--- src/rtl/dssb_pkg.sv ---
// Shared types and constants for the dual stack shared buffer.
package dssb_pkg;

	localparam int DATA_W = 32;

	// Action codes
	localparam logic [2:0] ACT_PUSH_LO = 3'd0;
	localparam logic [2:0] ACT_PUSH_HI = 3'd1;
	localparam logic [2:0] ACT_POP_LO  = 3'd2;
	localparam logic [2:0] ACT_POP_HI  = 3'd3;
	localparam logic [2:0] ACT_DUMP_LO = 3'd4;
	localparam logic [2:0] ACT_DUMP_HI = 3'd5;

	// Result status codes
	localparam logic [1:0] ST_OK    = 2'd0;
	localparam logic [1:0] ST_OVER  = 2'd1;
	localparam logic [1:0] ST_UNDER = 2'd2;
	localparam logic [1:0] ST_EMPTY = 2'd3;

	// Input transaction
	typedef struct packed {
		logic [2:0]               action;
		logic signed [DATA_W-1:0] push_value;
	} item_t;

	// Result transaction
	typedef struct packed {
		logic signed [DATA_W-1:0] data_out;
		logic [1:0]               status;
		logic                     last;
	} result_t;

	// Controller to datapath commands
	typedef struct packed {
		logic       ld_item;
		logic       wr_en;
		logic       rd_en;
		logic       rd_last;
		logic       cnt_up;
		logic       cnt_down;
		logic       idx_inc;
		logic       emit;
		logic [1:0] emit_st;
	} dp_cmd_t;

	// Datapath to controller status
	typedef struct packed {
		logic [2:0] action;
		logic       full;
		logic       lo_empty;
		logic       hi_empty;
		logic       dump_last;
	} dp_stat_t;

endpackage

--- src/rtl/dual_stack_shared_buffer.sv ---
// Top level of the dual stack shared buffer: controller plus datapath.
//
// Two stacks share one store of DEPTH 32-bit entries; the first grows up
// from entry 0, the second down from entry DEPTH-1.
// Input channel: a transaction (item.action, item.push_value) is accepted
// on a rising edge with start high and busy low. busy stays high until the
// transaction's results have all been placed in the result register.
// Result channel: valid is high for exactly one cycle per result, with the
// result fields held in a register; the receiver cannot stall the block.
// Steps, from the accepting edge:
//   push, failed pop, empty dump: S_EXEC issues a status result straight
//     into the result register, after which busy drops.
//   unused code: S_EXEC only, no result.
//   pop: S_EXEC issues one store read; S_FLUSH registers the read data.
//   dump of N entries: after S_EXEC, S_DUMP issues one store read per cycle,
//     giving N results back to back; S_FLUSH registers the last read data.
// The single read port of the store paces dumps at one entry per cycle.
// Reset clears both stack counts and the controller; store contents are
// not cleared and need no clearing pass, since only written entries are read.
module dual_stack_shared_buffer import dssb_pkg::*; #(
	parameter int DEPTH = 64
) (
	input  logic    clk,
	input  logic    arst_n,
	input  logic    start,
	output logic    busy,
	input  item_t   item,
	output logic    valid,
	output result_t result
);

	dp_cmd_t  cmd;
	dp_stat_t stat;

	dssb_ctrl u_ctrl (
		.clk   (clk),
		.arst_n(arst_n),
		.start (start),
		.stat  (stat),
		.busy  (busy),
		.cmd   (cmd)
	);

	dssb_dp #(
		.DEPTH(DEPTH)
	) u_dp (
		.clk   (clk),
		.arst_n(arst_n),
		.item  (item),
		.cmd   (cmd),
		.stat  (stat),
		.valid (valid),
		.result(result)
	);

endmodule

--- src/rtl/dssb_ram.sv ---
// Generic single-write, single-read RAM with registered read data.
module dssb_ram #(
	parameter int WIDTH = 32,
	parameter int DEPTH = 64
) (
	input  logic                     clk,
	input  logic                     we,
	input  logic [$clog2(DEPTH)-1:0] waddr,
	input  logic [WIDTH-1:0]         wdata,
	input  logic                     re,
	input  logic [$clog2(DEPTH)-1:0] raddr,
	output logic [WIDTH-1:0]         rdata
);

	logic [WIDTH-1:0] mem_q [DEPTH];

	always_ff @(posedge clk) begin
		if (we) begin
			mem_q[waddr] <= wdata;
		end
		if (re) begin
			rdata <= mem_q[raddr];
		end
	end

endmodule

--- src/rtl/dssb_dp.sv ---
// Datapath: held transaction, stack counts, address generation, store and result register.
module dssb_dp import dssb_pkg::*; #(
	parameter int DEPTH = 64
) (
	input  logic     clk,
	input  logic     arst_n,
	input  item_t    item,
	input  dp_cmd_t  cmd,
	output dp_stat_t stat,
	output logic     valid,
	output result_t  result
);

	localparam int AW = $clog2(DEPTH);
	localparam int CW = $clog2(DEPTH + 1);
	localparam logic [CW-1:0] DEPTH_C = CW'(DEPTH);
	localparam logic [CW-1:0] TOP_C   = CW'(DEPTH - 1);

	logic [2:0]        action_q;
	logic [DATA_W-1:0] value_q;
	logic [CW-1:0]     low_q;
	logic [CW-1:0]     high_q;
	logic [CW-1:0]     idx_q;
	logic              rd_pend_s1;
	logic              rd_last_s1;
	logic              valid_q;
	result_t           result_q;

	logic [CW:0]       fill;
	logic [CW-1:0]     addr_full;
	logic [CW-1:0]     dump_cnt;
	logic [DATA_W-1:0] rdata;

	// Held transaction
	always_ff @(posedge clk) begin
		if (cmd.ld_item) begin
			action_q <= item.action;
			value_q  <= item.push_value;
		end
	end

	// Stack counts and dump index
	always_ff @(posedge clk or negedge arst_n) begin
		if (!arst_n) begin
			low_q      <= '0;
			high_q     <= '0;
			idx_q      <= '0;
			rd_pend_s1 <= 1'b0;
			rd_last_s1 <= 1'b0;
		end else begin
			if (cmd.cnt_up) begin
				if (action_q == ACT_PUSH_LO) begin
					low_q <= low_q + CW'(1);
				end else begin
					high_q <= high_q + CW'(1);
				end
			end else if (cmd.cnt_down) begin
				if (action_q == ACT_POP_LO) begin
					low_q <= low_q - CW'(1);
				end else begin
					high_q <= high_q - CW'(1);
				end
			end
			if (cmd.ld_item) begin
				idx_q <= '0;
			end else if (cmd.idx_inc) begin
				idx_q <= idx_q + CW'(1);
			end
			rd_pend_s1 <= cmd.rd_en;
			rd_last_s1 <= cmd.rd_last;
		end
	end

	// Status toward the controller
	assign fill     = {1'b0, low_q} + {1'b0, high_q};
	assign dump_cnt = (action_q == ACT_DUMP_HI) ? high_q : low_q;

	always_comb begin
		stat.action    = action_q;
		stat.full      = fill >= {1'b0, DEPTH_C};
		stat.lo_empty  = low_q == '0;
		stat.hi_empty  = high_q == '0;
		stat.dump_last = (idx_q + CW'(1)) == dump_cnt;
	end

	// Store address: counts are taken before their update
	always_comb begin
		unique case (action_q)
			ACT_PUSH_LO: addr_full = low_q;
			ACT_PUSH_HI: addr_full = TOP_C - high_q;
			ACT_POP_LO:  addr_full = low_q - CW'(1);
			ACT_POP_HI:  addr_full = DEPTH_C - high_q;
			ACT_DUMP_LO: addr_full = idx_q;
			ACT_DUMP_HI: addr_full = TOP_C - idx_q;
			default:     addr_full = '0;
		endcase
	end

	dssb_ram #(
		.WIDTH(DATA_W),
		.DEPTH(DEPTH)
	) u_ram (
		.clk  (clk),
		.we   (cmd.wr_en),
		.waddr(addr_full[AW-1:0]),
		.wdata(value_q),
		.re   (cmd.rd_en),
		.raddr(addr_full[AW-1:0]),
		.rdata(rdata)
	);

	// Result register: registered store read data when a read is pending, else a status-only result
	always_ff @(posedge clk or negedge arst_n) begin
		if (!arst_n) begin
			valid_q <= 1'b0;
		end else begin
			valid_q <= rd_pend_s1 | cmd.emit;
		end
	end

	always_ff @(posedge clk) begin
		if (rd_pend_s1) begin
			result_q.data_out <= rdata;
			result_q.status   <= ST_OK;
			result_q.last     <= rd_last_s1;
		end else if (cmd.emit) begin
			result_q.data_out <= (cmd.emit_st == ST_UNDER) ? '1 : '0;
			result_q.status   <= cmd.emit_st;
			result_q.last     <= 1'b1;
		end
	end

	assign valid  = valid_q;
	assign result = result_q;

endmodule

--- src/rtl/dssb_ctrl.sv ---
// Controller: sequences one transaction at a time over the datapath.
module dssb_ctrl import dssb_pkg::*; (
	input  logic     clk,
	input  logic     arst_n,
	input  logic     start,
	input  dp_stat_t stat,
	output logic     busy,
	output dp_cmd_t  cmd
);

	typedef enum logic [1:0] {
		S_IDLE,
		S_EXEC,
		S_DUMP,
		S_FLUSH
	} state_t;

	state_t state_q;
	state_t state_d;

	always_ff @(posedge clk or negedge arst_n) begin
		if (!arst_n) begin
			state_q <= S_IDLE;
		end else begin
			state_q <= state_d;
		end
	end

	assign busy = state_q != S_IDLE;

	// Next state and datapath commands
	always_comb begin
		state_d = state_q;
		cmd     = '0;
		unique case (state_q)
			S_IDLE: begin
				if (start) begin
					cmd.ld_item = 1'b1;
					state_d     = S_EXEC;
				end
			end
			S_EXEC: begin
				state_d = S_IDLE;
				unique case (stat.action)
					ACT_PUSH_LO, ACT_PUSH_HI: begin
						cmd.emit = 1'b1;
						if (stat.full) begin
							cmd.emit_st = ST_OVER;
						end else begin
							cmd.emit_st = ST_OK;
							cmd.wr_en   = 1'b1;
							cmd.cnt_up  = 1'b1;
						end
					end
					ACT_POP_LO, ACT_POP_HI: begin
						if ((stat.action == ACT_POP_LO) ? stat.lo_empty : stat.hi_empty) begin
							cmd.emit    = 1'b1;
							cmd.emit_st = ST_UNDER;
						end else begin
							cmd.rd_en    = 1'b1;
							cmd.rd_last  = 1'b1;
							cmd.cnt_down = 1'b1;
							state_d      = S_FLUSH;
						end
					end
					ACT_DUMP_LO, ACT_DUMP_HI: begin
						if ((stat.action == ACT_DUMP_LO) ? stat.lo_empty : stat.hi_empty) begin
							cmd.emit    = 1'b1;
							cmd.emit_st = ST_EMPTY;
						end else begin
							state_d = S_DUMP;
						end
					end
					default: begin
						// unused codes: no result, no change
					end
				endcase
			end
			S_DUMP: begin
				cmd.rd_en   = 1'b1;
				cmd.idx_inc = 1'b1;
				cmd.rd_last = stat.dump_last;
				if (stat.dump_last) begin
					state_d = S_FLUSH;
				end
			end
			S_FLUSH: begin
				// last read data lands in the result register
				state_d = S_IDLE;
			end
			default: begin
				state_d = S_IDLE;
			end
		endcase
	end

endmodule

--- config.mk ---
export PLATFORM = sky130hd
export DESIGN_NAME = dual_stack_shared_buffer
export DESIGN_NICKNAME = d
export VERILOG_FILES = /design/src/rtl/dssb_pkg.sv /design/src/rtl/dual_stack_shared_buffer.sv /design/src/rtl/dssb_ram.sv /design/src/rtl/dssb_dp.sv /design/src/rtl/dssb_ctrl.sv
export SDC_FILE = /design/constraint.sdc
export NUM_CORES = 2
export LEC_CHECK = 0
export BUFFER_PORTS_ARGS = -buffer_cell sky130_fd_sc_hd__buf_2
export CAP_MARGIN = 20
export CELL_PAD_IN_SITES_DETAIL_PLACEMENT = 0
export CELL_PAD_IN_SITES_GLOBAL_PLACEMENT = 2
export CORE_MARGIN = 5
export CORE_UTILIZATION = 47
export DETAILED_ROUTE_END_ITERATION = 8
export PLACE_DENSITY = 0.74
export REMOVE_ABC_BUFFERS = 1
export SKIP_LAST_GASP = 1
export SLEW_MARGIN = 40
export SYNTH_ARGS = -nofsm -noshare
export SYNTH_HDL_FRONTEND = slang
export SYNTH_HIERARCHICAL = 1
export SYNTH_SLANG_ARGS = --single-unit
export TNS_END_PERCENT = 10
--- constraint.sdc ---
create_clock -name clk -period 9.67 [get_ports clk]
set_input_delay 1.4505 -clock clk [delete_from_list [all_inputs] [get_ports clk]]
set_output_delay 1.4505 -clock clk [all_outputs]
set_load 0.1 [all_outputs]
==> out/metrics.csv <==
stage;metric;value;unit
outcome;outcome;finished clean;
power;VDD IR max;0.1986;mV
placed_design;Placed Instance Area;88020;um^2
synth;Synth top cells by count;2148 x edfxtp_1, 544 x mux4_2, 157 x nor2_1;
routing;Antenna Nets Post-Route;0;
setup_path;Worst Setup Start Kind;flop;
timing;skew final;41.25;ps
synth;Yosys reg bits;2176;
grt;total gr overflow;0;
floorplan;die width;432.3;um
clock_tree;Sink Count;2176;
clock_tree;Setup Buffers After CTS;0;
clock_tree;clk buf depth;3;
routing;DR vias/cell;6.091;
clock_tree;clk slew on worst S/H paths;60;ps
routing;Routed Wire Length;213000;um
final_layout;Util after Layout;53.58;%
final_layout;Final nets;4043;
clock_tree;Clock Latency Late Sink;840;ps
timing;RSZ-0062 raised after global routing;no;
clock_tree;CTS tree;yes;
synth;sequential cell area fraction in the yosys report;77.79;%
synth;Mapped Area;83810;um^2
placed_design;RD Place Congestion;0.7667;
routing;first-pass iteration count of the detailed router;6;
grt;gr usage total;22.92;%
grt;first-pass GRT wire length;301900;um
routing;routed len/inst;32.64;um
timing;final slew viol count;0;
placed_design;Final HPWL DP;116500;um
timing;Worst-Margin Slew;903.3;ps
floorplan;total core area;177800;um^2
floorplan;die height;432.3;um
synth;async set or reset register ratio after synthesis;1.195;%
synth;Primary FF master, synth;edfxtp_1;
timing;Fin Setup TNS;0;ps
synth;count leader, synth;edfxtp_1;
clock_tree;CTS Root Cell;clkbuf_16;
clock_tree;H-Tree Depth;4;
final_layout;fraction of layout cells with a size suffix above 1;28.25;%
setup_path;WP data required;10160;ps
synth;Mapped Avg Cell Area;22.43;um^2
synth;synthesized instance count;3736;
floorplan;full die area;186900;um^2
timing;setup violators final;0;
timing;Slew HR;39.78;%
clock_tree;Post-CTS Hold Fix Bufs;0;
synth;post-synth top area share;76.96;%
floorplan;Initial Util;47.13;%
synth;total number of yosys warnings;6;
timing;min Tclk post-route;5183;ps
floorplan;I/O Pins;75;
routing;Vias;39750;
grt;initial antenna violation count;14;
placed_design;number of I/O port buffers;74;
final_layout;Area growth syn-to-layout;13.70;%
routing;DRC viols;0;
clock_tree;Resized Gates After CTS;0;
worst_hold_path;Worst Hold Class;reg2reg;
timing;fmax;0.1930;GHz
timing;Final Hold Fails;0;
timing;period utilization;53.59;%
grt;vias in the first global route;40090;
clock_tree;CTS buffer count;215;
setup_path;critical path arrival;5670;ps
flow_run;Max Cap Viol;0;
final_layout;cell area after layout;95290;um^2
floorplan;row count;155;
synth;Post-synth EDFFs;2148;
synth;Synth area leader;edfxtp_1;
routing;Iter 0 DRT Violations;4870;
grt;largest net degree at the start of global routing;114;
setup_path;Crit. End Element;flop;
power;power density over the cells;294.4;nW/um^2
power;leak pwr;29.79;nW
setup_path;Crit Path Max Fanout;18;
setup_path;Setup CP Type;reg2reg;
synth;synth top area cells;edfxtp_1 77%, mux4_2 15%, mux2i_1 1.3%;
synth;Distinct cells, synth;67;
==> kinds of logic after synthesis <==
| family | after synthesis | share of synthesized area [%] |
|---|---|---|
| buf+inv | 228 | 1.315 |
| xor+xnor | 42 | 0.4389 |
| mux | 655 | 15.95 |
| simple gates | 306 | 1.708 |
| fa+ha+maj | 27 | 0.4210 |
| flops | 2176 | 77.79 |
| compound gates | 302 | 2.384 |
==> cell type report <==
cell class / count / area (um^2)
tap: 2355 / 2947
timing repair buffer: 234 / 1842
antenna: 5 / 12.51
inverter: 19 / 71.32
sequential: 2176 / 65190
clock buffer: 261 / 5574
clock inverter: 144 / 1515
fill: 13370 / 82550
multi-input combinational: 1332 / 18130
==> metal layers <==
metal / part of all wire, % / vias to the layer above / global-route usage [%]
li1: - / 16290 / -
met1: 40 / 21550 / 32.21
met2: 50 / 1665 / 37.77
met3: 8.1 / 242 / 3.954
met4: 2.4 / 0 / 5.956
met5: 0 / - / 0
==> critical path, cell delays in order (launching register included) <==
cell and delay (ps):
dfrtp_1 520, ha_1 280, fa_1 360, nand2_1 100, o21bai_1 70, a21o_1 180
a21oi_1 120, o21ai_0 190, nor3b_2 220, buf_4 330, nor2b_1 320, nand3_1 640
nor2_4 920, buf_4 510
==> state kept, by name, summed over array words and instances (netlist names), named ones only <==
register,flops
u_dp/u_ram/rdata,32
u_dp/value_q,32
u_dp/rd_last_s1,1
u_dp/result,35
u_dp/low_q,7
u_dp/action_q,3
u_dp/high_q,7
u_dp/idx_q,7
u_dp/u_ram/mem_q,2048
u_dp/valid,1
u_ctrl/state_q,1
u_dp/rd_pend_s1,1
==> stage by stage <==
stage	hold slack [ps]	total power [W]	std cells	setup WS, ps
floorplan	485.9	0.01835	3527	-68280
global placement	491.2	0.01990	6101	4106
detailed placement	491.7	0.02000	6109	4502
CTS	506.9	0.02830	6514	4467
global route	550.0	0.02912	6522	4249
finish	499.2	0.02805	6526	4487
==> path summary, 6_finish.rpt <==
path,depth (start not counted),slack (ps),to,startpoint
worst min-delay path,2,500,u_dp/result[2],u_dp/result[2]
max in group asynchronous,1,8510,u_dp/rd_pend_s1,arst_n
worst max register to register,13,4490,u_dp/u_ram/mem_q[22][19],u_dp/high_q[0]
min in group asynchronous,1,650,u_dp/low_q[6],arst_n
worst min register to register,2,500,u_dp/result[2],u_dp/result[2]
worst max-delay path,13,4490,u_dp/u_ram/mem_q[22][19],u_dp/high_q[0]
==> power by group <==
part	switching, W	internal [W]	total, W
clock	0.00355	0.00477	0.00831
sequential	0.000190	0.0111	0.0113
combinational	0.00524	0.00319	0.00843
total	0.00897	0.0191	0.0281
==> cell usage in the layout (no fill, tap or decap), types with 5 or more instances in the layout <==
master      netlist  final
a211oi_1          5      5
a21o_1           35     35
a21oi_1          78     76
a22oi_1          14     14
a311oi_1          8      8
buf_12            0      9
buf_2            69     74
buf_4            30    134
buf_6             6      8
bufinv_16         0     24
clkbuf_1         81     45
clkbuf_16         0    217
clkinv_1          0     61
clkinv_16         0      5
clkinv_2          0     34
clkinvlp_4        0      7
dfrtp_1          26     25
diode_2           0      5
edfxtp_1       2148   2148
ha_1             25     25
inv_1            19     19
inv_16            0      5
mux2i_1         109    109
mux4_2          544    544
nand2_1          54     54
nand2b_1         11      9
nand3_1          10      9
nand3b_1          7      7
nand4_1           5      5
nor2_1          157     94
nor2_4            0     63
nor2b_1          16     15
nor3_1            8      6
o21ai_0          17     16
o221ai_1         27     27
o22ai_1          92     84
o32ai_1           5      5
or3_1             5      5
xnor2_1          27     27
xor2_1           15     15
No activity file was read; power rests on OpenSTA's default activity.
